==> src/tfe_pkg.sv <==
// Shared constants, types and frame tables for the telemetry frame encoder.
package tfe_pkg;

  localparam int NUM_VALUES = 10;
  localparam int VALUE_W    = 32;
  localparam int FIELD_IDX_W = 4;

  localparam logic [7:0] SYNC_HEAD  = 8'hAA;
  localparam logic [7:0] SYNC_PLAIN = 8'hFF;
  localparam logic [7:0] SYNC_PARAM = 8'hAF;
  localparam logic [7:0] ID_USER    = 8'hF0;
  localparam logic [7:0] ID_PARAM   = 8'hE2;
  localparam logic [7:0] ID_CHECK   = 8'h00;
  localparam logic [7:0] ID_QUAT    = 8'h04;
  localparam logic [7:0] ID_MAG     = 8'h02;
  localparam logic [7:0] ID_ACCEL   = 8'h01;

  typedef enum logic [2:0] {
    KIND_USER  = 3'd0,
    KIND_PARAM = 3'd1,
    KIND_CHECK = 3'd2,
    KIND_QUAT  = 3'd3,
    KIND_MAG   = 3'd4,
    KIND_ACCEL = 3'd5
  } tfe_kind_t;

  typedef logic [NUM_VALUES-1:0][VALUE_W-1:0] tfe_values_t;

  typedef struct packed {
    logic load;
    logic byte_step;
    logic field_step;
  } tfe_shift_ctl_t;

  typedef struct packed {
    logic       clr;
    logic       en;
    logic [7:0] data;
  } tfe_chk_ctl_t;

  function automatic logic kind_valid(input logic [2:0] kind);
    return kind <= KIND_ACCEL;
  endfunction

  function automatic logic [7:0] kind_sync(input logic [2:0] kind);
    case (kind)
      KIND_PARAM, KIND_CHECK: kind_sync = SYNC_PARAM;
      default:                kind_sync = SYNC_PLAIN;
    endcase
  endfunction

  function automatic logic [7:0] kind_len(input logic [2:0] kind);
    case (kind)
      KIND_USER:  kind_len = 8'd40;
      KIND_PARAM: kind_len = 8'd6;
      KIND_CHECK: kind_len = 8'd3;
      KIND_QUAT:  kind_len = 8'd9;
      KIND_MAG:   kind_len = 8'd14;
      KIND_ACCEL: kind_len = 8'd13;
      default:    kind_len = 8'd0;
    endcase
  endfunction

  function automatic logic [FIELD_IDX_W-1:0] kind_fields(input logic [2:0] kind);
    case (kind)
      KIND_USER:  kind_fields = 4'd10;
      KIND_PARAM: kind_fields = 4'd2;
      KIND_CHECK: kind_fields = 4'd3;
      KIND_QUAT:  kind_fields = 4'd5;
      KIND_MAG:   kind_fields = 4'd7;
      KIND_ACCEL: kind_fields = 4'd7;
      default:    kind_fields = 4'd1;
    endcase
  endfunction

  // Width in bytes of one payload field.
  function automatic logic [2:0] field_bytes(input logic [2:0] kind,
                                             input logic [FIELD_IDX_W-1:0] idx);
    case (kind)
      KIND_USER:  field_bytes = 3'd4;
      KIND_PARAM: field_bytes = (idx == 4'd0) ? 3'd2 : 3'd4;
      KIND_CHECK: field_bytes = 3'd1;
      KIND_QUAT:  field_bytes = (idx == 4'd4) ? 3'd1 : 3'd2;
      KIND_MAG: begin
        if (idx == 4'd3)      field_bytes = 3'd4;
        else if (idx >= 4'd5) field_bytes = 3'd1;
        else                  field_bytes = 3'd2;
      end
      KIND_ACCEL: field_bytes = (idx == 4'd6) ? 3'd1 : 3'd2;
      default:    field_bytes = 3'd1;
    endcase
  endfunction

endpackage

==> src/tfe_req_if.sv <==
// Request channel: frame kind, channel and payload values.
interface tfe_req_if;
  logic               valid;
  logic               ready;
  logic [2:0]         op;
  logic [3:0]         channel;
  logic signed [31:0] value_0;
  logic signed [31:0] value_1;
  logic signed [31:0] value_2;
  logic signed [31:0] value_3;
  logic signed [31:0] value_4;
  logic signed [31:0] value_5;
  logic signed [31:0] value_6;
  logic signed [31:0] value_7;
  logic signed [31:0] value_8;
  logic signed [31:0] value_9;

  modport source (output valid, op, channel, value_0, value_1, value_2, value_3,
                  value_4, value_5, value_6, value_7, value_8, value_9,
                  input ready);
  modport sink (input valid, op, channel, value_0, value_1, value_2, value_3,
                value_4, value_5, value_6, value_7, value_8, value_9,
                output ready);
endinterface

==> src/tfe_byte_if.sv <==
// Byte channel: one frame byte and its end-of-frame mark.
interface tfe_byte_if;
  logic       valid;
  logic       ready;
  logic [7:0] out_byte;
  logic       last_byte;

  modport source (output valid, out_byte, last_byte, input ready);
  modport sink (input valid, out_byte, last_byte, output ready);
endinterface

==> src/tfe_shift.sv <==
// Payload shift line: words move down one field at a time, bytes one per step.
module tfe_shift (
  input  logic                   clk,
  input  tfe_pkg::tfe_shift_ctl_t ctl,
  input  tfe_pkg::tfe_values_t    values,
  output logic [7:0]             head_byte
);
  import tfe_pkg::*;

  logic [VALUE_W-1:0] words [NUM_VALUES];

  always_ff @(posedge clk) begin
    if (ctl.load) begin
      for (int i = 0; i < NUM_VALUES; i++) begin
        words[i] <= values[i];
      end
    end else if (ctl.field_step) begin
      // advance to the next field
      for (int i = 0; i < NUM_VALUES - 1; i++) begin
        words[i] <= words[i+1];
      end
      words[NUM_VALUES-1] <= '0;
    end else if (ctl.byte_step) begin
      words[0] <= {8'h00, words[0][VALUE_W-1:8]};
    end
  end

  assign head_byte = words[0][7:0];
endmodule

==> src/tfe_check.sv <==
// Running sum check and add check over the checked bytes of a frame.
module tfe_check (
  input  logic                  clk,
  input  logic                  rst,
  input  tfe_pkg::tfe_chk_ctl_t ctl,
  output logic [7:0]            sum_check,
  output logic [7:0]            add_check
);
  import tfe_pkg::*;

  logic [7:0] sum_next;

  assign sum_next = sum_check + ctl.data;

  always_ff @(posedge clk) begin
    if (rst || ctl.clr) begin
      sum_check <= '0;
      add_check <= '0;
    end else if (ctl.en) begin
      sum_check <= sum_next;
      add_check <= add_check + sum_next;
    end
  end
endmodule

==> src/tfe_seq.sv <==
// Frame sequencer: walks header, payload and checks, holds the output byte.
module tfe_seq (
  input  logic                    clk,
  input  logic                    rst,
  input  logic                    req_valid,
  output logic                    req_ready,
  input  logic [2:0]              req_op,
  input  logic [3:0]              req_channel,
  input  logic [7:0]              head_byte,
  input  logic [7:0]              sum_check,
  input  logic [7:0]              add_check,
  output tfe_pkg::tfe_shift_ctl_t shift_ctl,
  output tfe_pkg::tfe_chk_ctl_t   chk_ctl,
  output logic                    out_valid,
  input  logic                    out_ready,
  output logic [7:0]              out_byte,
  output logic                    last_byte
);
  import tfe_pkg::*;

  typedef enum logic [2:0] {
    ST_IDLE,
    ST_HDR,
    ST_PAY,
    ST_SUM,
    ST_ADD
  } state_t;

  state_t                 state;
  logic [2:0]             kind;
  logic [3:0]             channel;
  logic [1:0]             hdr_pos;
  logic [FIELD_IDX_W-1:0] field_idx;
  logic [1:0]             byte_idx;

  logic       accept;
  logic       adv;
  logic       load_out;
  logic [7:0] frame_id;
  logic [7:0] hdr_byte;
  logic [2:0] fbytes;
  logic       field_end;
  logic       frame_end;

  assign req_ready = (state == ST_IDLE);
  assign accept    = req_valid && req_ready;
  assign adv       = !out_valid || out_ready;
  // a frame byte enters the output register this cycle
  assign load_out  = adv && (state inside {ST_HDR, ST_PAY, ST_SUM, ST_ADD});

  always_comb begin
    if (kind == KIND_USER) begin
      frame_id = ID_USER + {4'h0, (channel == 4'd0) ? 4'd1 : channel};
    end else begin
      case (kind)
        KIND_PARAM: frame_id = ID_PARAM;
        KIND_CHECK: frame_id = ID_CHECK;
        KIND_QUAT:  frame_id = ID_QUAT;
        KIND_MAG:   frame_id = ID_MAG;
        default:    frame_id = ID_ACCEL;
      endcase
    end
    case (hdr_pos)
      2'd0:    hdr_byte = SYNC_HEAD;
      2'd1:    hdr_byte = kind_sync(kind);
      2'd2:    hdr_byte = frame_id;
      default: hdr_byte = kind_len(kind);
    endcase
  end

  assign fbytes    = field_bytes(kind, field_idx);
  assign field_end = ({1'b0, byte_idx} + 3'd1) == fbytes;
  assign frame_end = (field_idx + 4'd1) == kind_fields(kind);

  always_comb begin
    shift_ctl.load       = accept && kind_valid(req_op);
    shift_ctl.byte_step  = (state == ST_PAY) && adv;
    shift_ctl.field_step = (state == ST_PAY) && adv && field_end;
    chk_ctl.clr          = accept;
    chk_ctl.en           = adv && ((state == ST_HDR) || (state == ST_PAY));
    chk_ctl.data         = (state == ST_HDR) ? hdr_byte : head_byte;
  end

  always_ff @(posedge clk) begin
    if (rst) begin
      state     <= ST_IDLE;
      out_valid <= 1'b0;
      hdr_pos   <= '0;
      field_idx <= '0;
      byte_idx  <= '0;
    end else begin
      if (load_out) begin
        out_valid <= 1'b1;
      end else if (out_ready) begin
        out_valid <= 1'b0;
      end
      case (state)
        ST_IDLE: begin
          // drop unused kinds without a frame
          if (accept && kind_valid(req_op)) begin
            kind      <= req_op;
            channel   <= req_channel;
            hdr_pos   <= '0;
            field_idx <= '0;
            byte_idx  <= '0;
            state     <= ST_HDR;
          end
        end
        ST_HDR: begin
          if (adv) begin
            out_byte  <= hdr_byte;
            last_byte <= 1'b0;
            hdr_pos   <= hdr_pos + 2'd1;
            if (hdr_pos == 2'd3) begin
              state <= ST_PAY;
            end
          end
        end
        ST_PAY: begin
          if (adv) begin
            out_byte  <= head_byte;
            last_byte <= 1'b0;
            if (field_end) begin
              byte_idx  <= '0;
              field_idx <= field_idx + 4'd1;
              if (frame_end) begin
                state <= ST_SUM;
              end
            end else begin
              byte_idx <= byte_idx + 2'd1;
            end
          end
        end
        ST_SUM: begin
          if (adv) begin
            out_byte  <= sum_check;
            last_byte <= 1'b0;
            state     <= ST_ADD;
          end
        end
        ST_ADD: begin
          if (adv) begin
            out_byte  <= add_check;
            last_byte <= 1'b1;
            state     <= ST_IDLE;
          end
        end
        default: begin
          state <= ST_IDLE;
        end
      endcase
    end
  end
endmodule

==> src/telemetry_frame_encoder.sv <==
// Top level of the telemetry frame encoder.
// Usage:
//   req (sink) takes one frame request: kind in op, user channel, and ten
//   32-bit values. rsp (source) gives the frame one byte per item, with
//   last_byte high on the closing add check byte.
//   Frame: 0xAA, sync byte, frame id, length, little-endian payload fields,
//   sum check, add check. Frames run from 9 bytes (check reply) to 46 bytes
//   (user data).
// Start: an accepted request moves the sequencer to its header state, from
//   which the first byte is loaded into the output register once it is free.
// Throughput: one byte per cycle within a frame while rsp.ready is high;
//   the sequencer takes the next request only when idle, once the add
//   check byte is loaded. The payload shift line moves one byte per step.
// Stall: while a byte waits on rsp.ready the output register holds it and the
//   sequencer, shift line and checks all hold. A new request is taken once
//   the add check byte sits in the output register, even if not yet taken.
// Requests with op 6 or 7 are accepted and dropped; no bytes follow.
// Reset (rst, synchronous): sequencer idles, output empty, checks cleared.
module telemetry_frame_encoder (
  input  logic       clk,
  input  logic       rst,
  tfe_req_if.sink    req,
  tfe_byte_if.source rsp
);
  import tfe_pkg::*;

  tfe_shift_ctl_t shift_ctl;
  tfe_chk_ctl_t   chk_ctl;
  tfe_values_t    values;
  logic [7:0]     head_byte;
  logic [7:0]     sum_check;
  logic [7:0]     add_check;

  // Gather the payload words into one vector for the shift line.
  assign values = {req.value_9, req.value_8, req.value_7, req.value_6, req.value_5,
                   req.value_4, req.value_3, req.value_2, req.value_1, req.value_0};

  tfe_seq u_seq (
    .clk         (clk),
    .rst         (rst),
    .req_valid   (req.valid),
    .req_ready   (req.ready),
    .req_op      (req.op),
    .req_channel (req.channel),
    .head_byte   (head_byte),
    .sum_check   (sum_check),
    .add_check   (add_check),
    .shift_ctl   (shift_ctl),
    .chk_ctl     (chk_ctl),
    .out_valid   (rsp.valid),
    .out_ready   (rsp.ready),
    .out_byte    (rsp.out_byte),
    .last_byte   (rsp.last_byte)
  );

  // Payload bytes leave the shift line lowest byte first.
  tfe_shift u_shift (
    .clk       (clk),
    .ctl       (shift_ctl),
    .values    (values),
    .head_byte (head_byte)
  );

  // Checks accumulate over header and payload bytes only.
  tfe_check u_check (
    .clk       (clk),
    .rst       (rst),
    .ctl       (chk_ctl),
    .sum_check (sum_check),
    .add_check (add_check)
  );
endmodule

==> src/flat_wrapper.sv <==
// flat-port wrapper written by rule: the top's interface ports become plain ports
module telemetry_frame_encoder_flat import tfe_pkg::*;
  (clk, rst, req_valid, req_op, req_channel, req_value_0, req_value_1, req_value_2, req_value_3, req_value_4, req_value_5, req_value_6, req_value_7, req_value_8, req_value_9, req_ready, rsp_valid, rsp_out_byte, rsp_last_byte, rsp_ready);
  tfe_req_if req_i ();
  tfe_byte_if rsp_i ();
  input  logic clk;
  input  logic rst;
  input wire logic [$bits(req_i.valid)-1:0] req_valid;
  input wire logic [$bits(req_i.op)-1:0] req_op;
  input wire logic [$bits(req_i.channel)-1:0] req_channel;
  input wire logic [$bits(req_i.value_0)-1:0] req_value_0;
  input wire logic [$bits(req_i.value_1)-1:0] req_value_1;
  input wire logic [$bits(req_i.value_2)-1:0] req_value_2;
  input wire logic [$bits(req_i.value_3)-1:0] req_value_3;
  input wire logic [$bits(req_i.value_4)-1:0] req_value_4;
  input wire logic [$bits(req_i.value_5)-1:0] req_value_5;
  input wire logic [$bits(req_i.value_6)-1:0] req_value_6;
  input wire logic [$bits(req_i.value_7)-1:0] req_value_7;
  input wire logic [$bits(req_i.value_8)-1:0] req_value_8;
  input wire logic [$bits(req_i.value_9)-1:0] req_value_9;
  output wire logic [$bits(req_i.ready)-1:0] req_ready;
  output wire logic [$bits(rsp_i.valid)-1:0] rsp_valid;
  output wire logic [$bits(rsp_i.out_byte)-1:0] rsp_out_byte;
  output wire logic [$bits(rsp_i.last_byte)-1:0] rsp_last_byte;
  input wire logic [$bits(rsp_i.ready)-1:0] rsp_ready;
  assign req_i.valid = req_valid;
  assign req_i.op = req_op;
  assign req_i.channel = req_channel;
  assign req_i.value_0 = req_value_0;
  assign req_i.value_1 = req_value_1;
  assign req_i.value_2 = req_value_2;
  assign req_i.value_3 = req_value_3;
  assign req_i.value_4 = req_value_4;
  assign req_i.value_5 = req_value_5;
  assign req_i.value_6 = req_value_6;
  assign req_i.value_7 = req_value_7;
  assign req_i.value_8 = req_value_8;
  assign req_i.value_9 = req_value_9;
  assign req_ready = req_i.ready;
  assign rsp_valid = rsp_i.valid;
  assign rsp_out_byte = rsp_i.out_byte;
  assign rsp_last_byte = rsp_i.last_byte;
  assign rsp_i.ready = rsp_ready;
  telemetry_frame_encoder u_core (.clk(clk), .rst(rst), .req(req_i), .rsp(rsp_i));
endmodule
==> config.mk <==
export PLATFORM = sky130hd
export DESIGN_NAME = telemetry_frame_encoder_flat
export DESIGN_NICKNAME = d
export VERILOG_FILES = /design/src/tfe_pkg.sv /design/src/tfe_req_if.sv /design/src/tfe_byte_if.sv /design/src/tfe_shift.sv /design/src/tfe_check.sv /design/src/tfe_seq.sv /design/src/telemetry_frame_encoder.sv /design/src/flat_wrapper.sv
export SDC_FILE = /design/constraint.sdc
export NUM_CORES = 1
export LEC_CHECK = 0
export BUFFER_PORTS_ARGS = -buffer_cell sky130_fd_sc_hd__buf_2
export CORE_MARGIN = 2
export CORE_UTILIZATION = 56
export CTS_CLUSTER_SIZE = 16
export DETAILED_ROUTE_END_ITERATION = 6
export PLACE_DENSITY = 0.81
export SETUP_SLACK_MARGIN = 0.3
export SLEW_MARGIN = 25
export SYNTH_ARGS = -nofsm -noshare
export SYNTH_HDL_FRONTEND = slang
export SYNTH_HIERARCHICAL = 1
export SYNTH_SLANG_ARGS = --single-unit
==> constraint.sdc <==
create_clock -name clk -period 9.6 [get_ports clk]
set_clock_uncertainty 0.1 [all_clocks]
set_input_delay 2.88 -clock clk [delete_from_list [all_inputs] [get_ports clk]]
set_output_delay 2.88 -clock clk [all_outputs]
set_load 0.005 [all_outputs]
## Yosys cells after proc, flatten, opt, wreduce, memory -nomap -nowiden

Memories as Yosys holds them, arrays and structs flattened.
Cells that the tools add are included.

| storage, ports and cells | value |
|---|---|
| RAM bits | 320 |
| memories kept | 1 |
| register bits after elaboration | 44 |
| bits of input ports | 331 |
| ROM bits | 0 |
| output and inout port bits | 11 |
| bits in latches | 0 |
| word-level logic and storage cells | 152 |

| cells by class | value |
|---|---|
| muxes and demuxes | 63 |
| divide/modulo/power cells | 0 |
| magnitude comparators | 2 |
| bitwise operators | 12 |
| eq/ne operators | 26 |
| multipliers | 0 |
| $add $sub $neg | 7 |
| reductions and logical operators | 30 |
| shift-type cells | 0 |

Memories:

| memory | words | width | rd ports | clocked after Yosys merged registers in | write ports | line | text |
|---|---|---|---|---|---|---|---|
| u_core.u_shift.words | 10 | 32 | 10 | 0 | 10 | tfe_shift.sv:10 | `logic [VALUE_W-1:0] words [NUM_VALUES];` |

Operator list:

| cell | count |
|---|---|
| 32-bit 2-to-1 mux | 11 |
| 8-bit case mux with 4 select lines | 2 |
| 8-bit 2-to-1 mux | 6 |
| 6-bit case mux with 6 select lines | 1 |
| 3-bit 2-to-1 mux | 10 |
| 3-bit case mux with 5 select lines | 2 |
| 8-bit case mux with 3 select lines | 1 |
| 4-bit case mux with 5 select lines | 1 |
| 8-bit adder | 2 |
| 4-bit 2-to-1 mux | 4 |
| 2-bit 2-to-1 mux | 7 |
| 1-bit 2-to-1 mux | 13 |
| 3-bit by 2-bit == test with 1-bit output (second input constant) | 4 |
| 2-bit inequality test (second input constant) | 6 |
| 1-bit OR | 11 |
| 3-bit == test (second input constant) | 3 |
| 3-bit AND reduction | 3 |
| 4-bit by 3-bit == test with 1-bit output (second input constant) | 2 |
| 4-bit zero test | 2 |
| 2-bit case mux with 2 select lines | 2 |
| 4-bit case mux with 2 select lines | 1 |
| 4-bit AND reduction | 2 |
| 8-bit AND reduction | 1 |
| 2-bit nonzero test | 4 |
| other kinds (25) | 39 |

## Logic depth before layout (Yosys ltp)

| logic depth | value |
|---|---|
| depth after elaboration | 11 |
| depth in mapped cells | 20 |
| depth with buffers taken out | 19 |

## Modules after synthesis

Netlist, hierarchy kept.

By module, submodules not included:

| module | sequential area each (µm²) | cells each | instances | area each (µm²) |
|---|---|---|---|---|
| tfe_shift | 9609.2 | 1316 | 1 | 14056.0 |
| tfe_seq | 720.7 | 254 | 1 | 2215.9 |
| tfe_check | 320.3 | 133 | 1 | 1168.6 |

## Least setup slack after synthesis

OpenSTA, ideal clock, no wires.

| timing | value |
|---|---|
| path kind | input to register |
| start point | in req_valid |
| end point | mem u_core.u_shift.words[1][0] (enable) |
| stages on the path | 5 |
| library setup time | 0.530 ns |
| arrival | 7.704 ns |
| data required time | 8.970 ns |
| path buffers | 2 |
| setup slack | 1.265 ns |
| cells stage by stage | a21bo_2 -> nor4_1 -> buf_6 -> clkbuf_1 -> or2_2 |

RTL lines:

| what | line | text |
|---|---|---|
| from (decl) | flat_wrapper.sv:8 | `input wire logic [$bits(req_i.valid)-1:0] req_valid;` |
| to (decl) | tfe_shift.sv:10 |  |

==> impl_results.md <==
- Vias: 13000
- Final min period: 5710 ps
- Pleak: approximately 8.6 nW
- FMAX: approximately 180 MHz
- Final antenna-violating net count: 0
- Post-Synthesis Cells: 1703
- Asr flop ratio synth: 0%
- Max-cap viol count: 0
- Slew HR: 32.0%
- Worst reg2reg path endpoint: u_core/u_check/add_check[7]
- Design Area, Final: approximately 0.02 mm2
- Post-layout util: 66.1%
- GP Congestion: 0.918
- Reg2reg path depth: 19
- Crit start category: input port
- Clock sinks: ~360
- Peak supply drop: roughly 170 uV
- Worst path max stage delay: approximately 790 ps
- Sequential element share of the synthesized area: between 60% and 70%
- Initial antenna violation count: 22
- Die area: 0.0326 mm2
- Vias per cell: between 5 and 6
- Port-buffer cells: around 340
- Multi-input logic area: 0.00596 mm2
- DIE HEIGHT: 180 um
- Number of global-route vias before repair: 12700
- Transition time of the tightest slew-check pin: 1020 ps
- Setup TNS: 0 ps
- Pre-CTS setup slack: 3400 ps
- First-pass GRT wire length: between 60000 and 70000 um
- Aggregate routed wire length: 41700 um
- RSZ-0062 raised after global routing: no
- Post CTS Setup Buffer Count: 0
- HPWL Detailed: 28200 um
- Final #Nets: 2342
- CTS root buffer: clkbuf_16
- Register bit total from synthesis: 364
- FF+latch area: 0.0107 mm2
- Slack of the critical path: 3890 ps
- Share of cells above drive strength 1: 21.5%
- Fin. max-slew vios: 0
- WS Path Type: input port to register
- Htree depth: 2
- Final Hold Viols: 0
- Top_reg_cell synth: edfxtp_1
- Starting Density: 57.0%
- Levels on crit path: 6
- Post-DP Area: 0.0190 mm2
- CP arrival: 5740 ps
- Crit path buf inv count: 2
- CTS Hold Bufs: 0
- EDFF count, synth: 336
- Worst reg-to-reg setup slack: 4710 ps
- Worst Path Required: just under 10000 ps
- Die X: 180 um
- Congestion Overflow GR: 0
- DR DRC count: 0
- WHS Path Cells: 2
- Syn_area_per_cell: a little over 10 um2
- Slowest cell on crit path: or2_4
- Average routed wire per standard cell: between 15 and 20 um
- Worst-Skew Late Latency: roughly 530 ps
- Power Density: between 150 and 200 mW/mm2
- DR iter-0 viols: about 1200
- Inserted Clock Buffers: 38
- Row cnt: 64
- Core Area: 0.0306 mm2
- Final setup violation count: 0
- Hold Crit Class: register to register
- Crit end category: register
- Initial DRT Pass Iterations: 5
- I/O pin total: 342
- Period utilization: 59.4%
- Hold WS: 379 ps
- Critical Path, Cell by Cell: buf_2 > nand2b_1 > nand3_2 > nor4_4 > or2_4 > buf_12
- Reg clk slew, reported paths: 60 ps
- CTS tree: built
- Total track usage: 24.8%
- Synth cell types: 76
- Largest net degree at the start of global routing: approximately 270
- P&R area growth vs syn: 16.0%
- Fill cells: 2337
- Hold Path Sink: u_core/u_check/add_check[7]
- Outcome: complete, no violations
- Clk buf depth: 3
- Hold Startpoint: u_core/u_check/add_check[7]
- Post-synthesis net count: 2061
- Mapped Area: 0.0174 mm2
- Yosys warns: 6
- Post-CTS Resized: 0
- Max FO, Critical Path: 178
- Crit path max-delay family: simple AND/OR/NAND/NOR gates
- RR Startpoint: u_core/u_seq/kind[1]
[layout by cell type, fill, tap and decap left out, drive strengths merged, types with 4 or more instances in the layout]
cell / synthesis / final
nand3b: 4 / 4
buf: 88 / 349
nand2: 800 / 800
ha: 25 / 25
mux2i: 12 / 12
nor2b: 31 / 31
o221ai: 7 / 7
and2: 35 / 35
o22ai: 25 / 25
mux2: 4 / 4
nor3: 68 / 68
nand3: 15 / 15
diode: 0 / 18
inv: 15 / 16
dfxtp: 28 / 28
a22oi: 9 / 9
xnor2: 9 / 9
o21ai: 19 / 19
clkinv: 0 / 11
clkbuf: 20 / 52
nand2b: 7 / 7
edfxtp: 336 / 336
a21oi: 25 / 25
a22o: 8 / 8
or3: 5 / 5
a21o: 4 / 4
nor2: 38 / 38
or2: 4 / 4
xor2: 7 / 7
o211ai: 7 / 7
[cell type report]
type | instances | area share (%)
sequential | 364 | 52.7
clock inverter | 17 | 0.792
multi-input combinational | 1216 | 29.5
inverter | 15 | 0.278
tap | 396 | 2.45
antenna | 18 | 0.223
timing repair buffer | 349 | 9.02
clock buffer | 52 | 5.11
[synthesized netlist by cell type (all sizes together), types with 3 or more instances]
master  count  area (um2)
a211oi      3        22.5
a21o        4        31.3
a21oi      25         129
a22o        8        70.1
a22oi       9        67.6
a311oi      3        32.5
a31oi       3        18.8
and2       35         219
buf        88         729
clkbuf     20        75.1
dfxtp      28         561
edfxtp    336       10100
ha         25         313
inv        15        56.3
mux2        4        52.6
mux2i      12         120
nand2     800        3000
nand2b      7        51.3
nand3      15        80.1
nand3b      4        30.0
nor2       38         145
nor2b      31         196
nor3       68         350
o211ai      7        52.6
o21ai      19        95.1
o221ai      7        61.3
o22ai      25         156
o311ai      3        26.3
o31ai       3        22.5
or2         4        25.0
or3         5        31.3
xnor2       9         101
xor2        7        61.3
[kinds of logic (layout without fill, tap and decap cells)]
group	count (synthesis)	count (layout)	synth area share, %
flops	364	364	61.1
buf+inv	123	433	4.94
xor+xnor	16	16	0.933
simple gates	1020	1020	24.4
compound gates	137	137	5.62
mux	16	16	0.990
other cells	0	18	0
fa+ha+maj	27	27	2.02
[worst max path at each step]
stage / start / to
finish: rsp_ready / u_core/u_shift/words[1][1]
global route: req_op[2] / u_core/u_shift/words[7][8]
CTS: rsp_ready / u_core/u_shift/words[2][9]
detailed placement: rsp_ready / u_core/u_shift/words[9][7]
global placement: rsp_ready / u_core/u_shift/words[9][5]
floorplan: req_valid / u_core/u_shift/words[1][0]
[metal layers]
metal	track usage (%)	vias up	wire, um
met3	6.02	104	3290
met1	29.5	5971	15900
met4	9.77	14	1570
met2	43.6	517	20900
li1	-	6361	-
met5	0	-	94
[sequential cells by signal, indices dropped and copies added, names as in the netlist, 2 cells and up]
register,cells
u_core/u_shift/words,320
u_core/u_seq/channel,4
u_core/u_seq/byte_idx,2
u_core/u_seq/out_byte,8
u_core/u_seq/field_idx,4
u_core/u_check/add_check,8
u_core/u_seq/hdr_pos,2
u_core/u_seq/state,3
u_core/u_seq/kind,3
u_core/u_check/sum_check,8
[worst register-to-register path: cells and delay by family (launching register included)]
family | cells | cell delay [ps]
muxes | 2 | 550
DFF | 1 | 680
AOI/OAI and AO/OA | 10 | 1680
xor gates and xnor gates | 1 | 150
adders and majority gates | 3 | 980
and+or+nand+nor | 3 | 670
[per-stage QoR]
| stage | power, W | cells |
|---|---|---|
| floorplan | 0.00209 | 1703 |
| global placement | 0.00220 | 2339 |
| detailed placement | 0.00221 | 2339 |
| CTS | 0.00362 | 2408 |
| global route | 0.00372 | 2420 |
| finish | 0.00360 | 2427 |
[where the power goes]
part	internal (W)	total [W]	switching [W]	leakage, nW
Clock	0.000814	0.00142	0.000605	0.571
Sequential	0.00185	0.00188	0.0000338	3.40
Combinational	0.000125	0.000300	0.000175	4.67
Note: power is estimated with default switching activity, not from simulation.
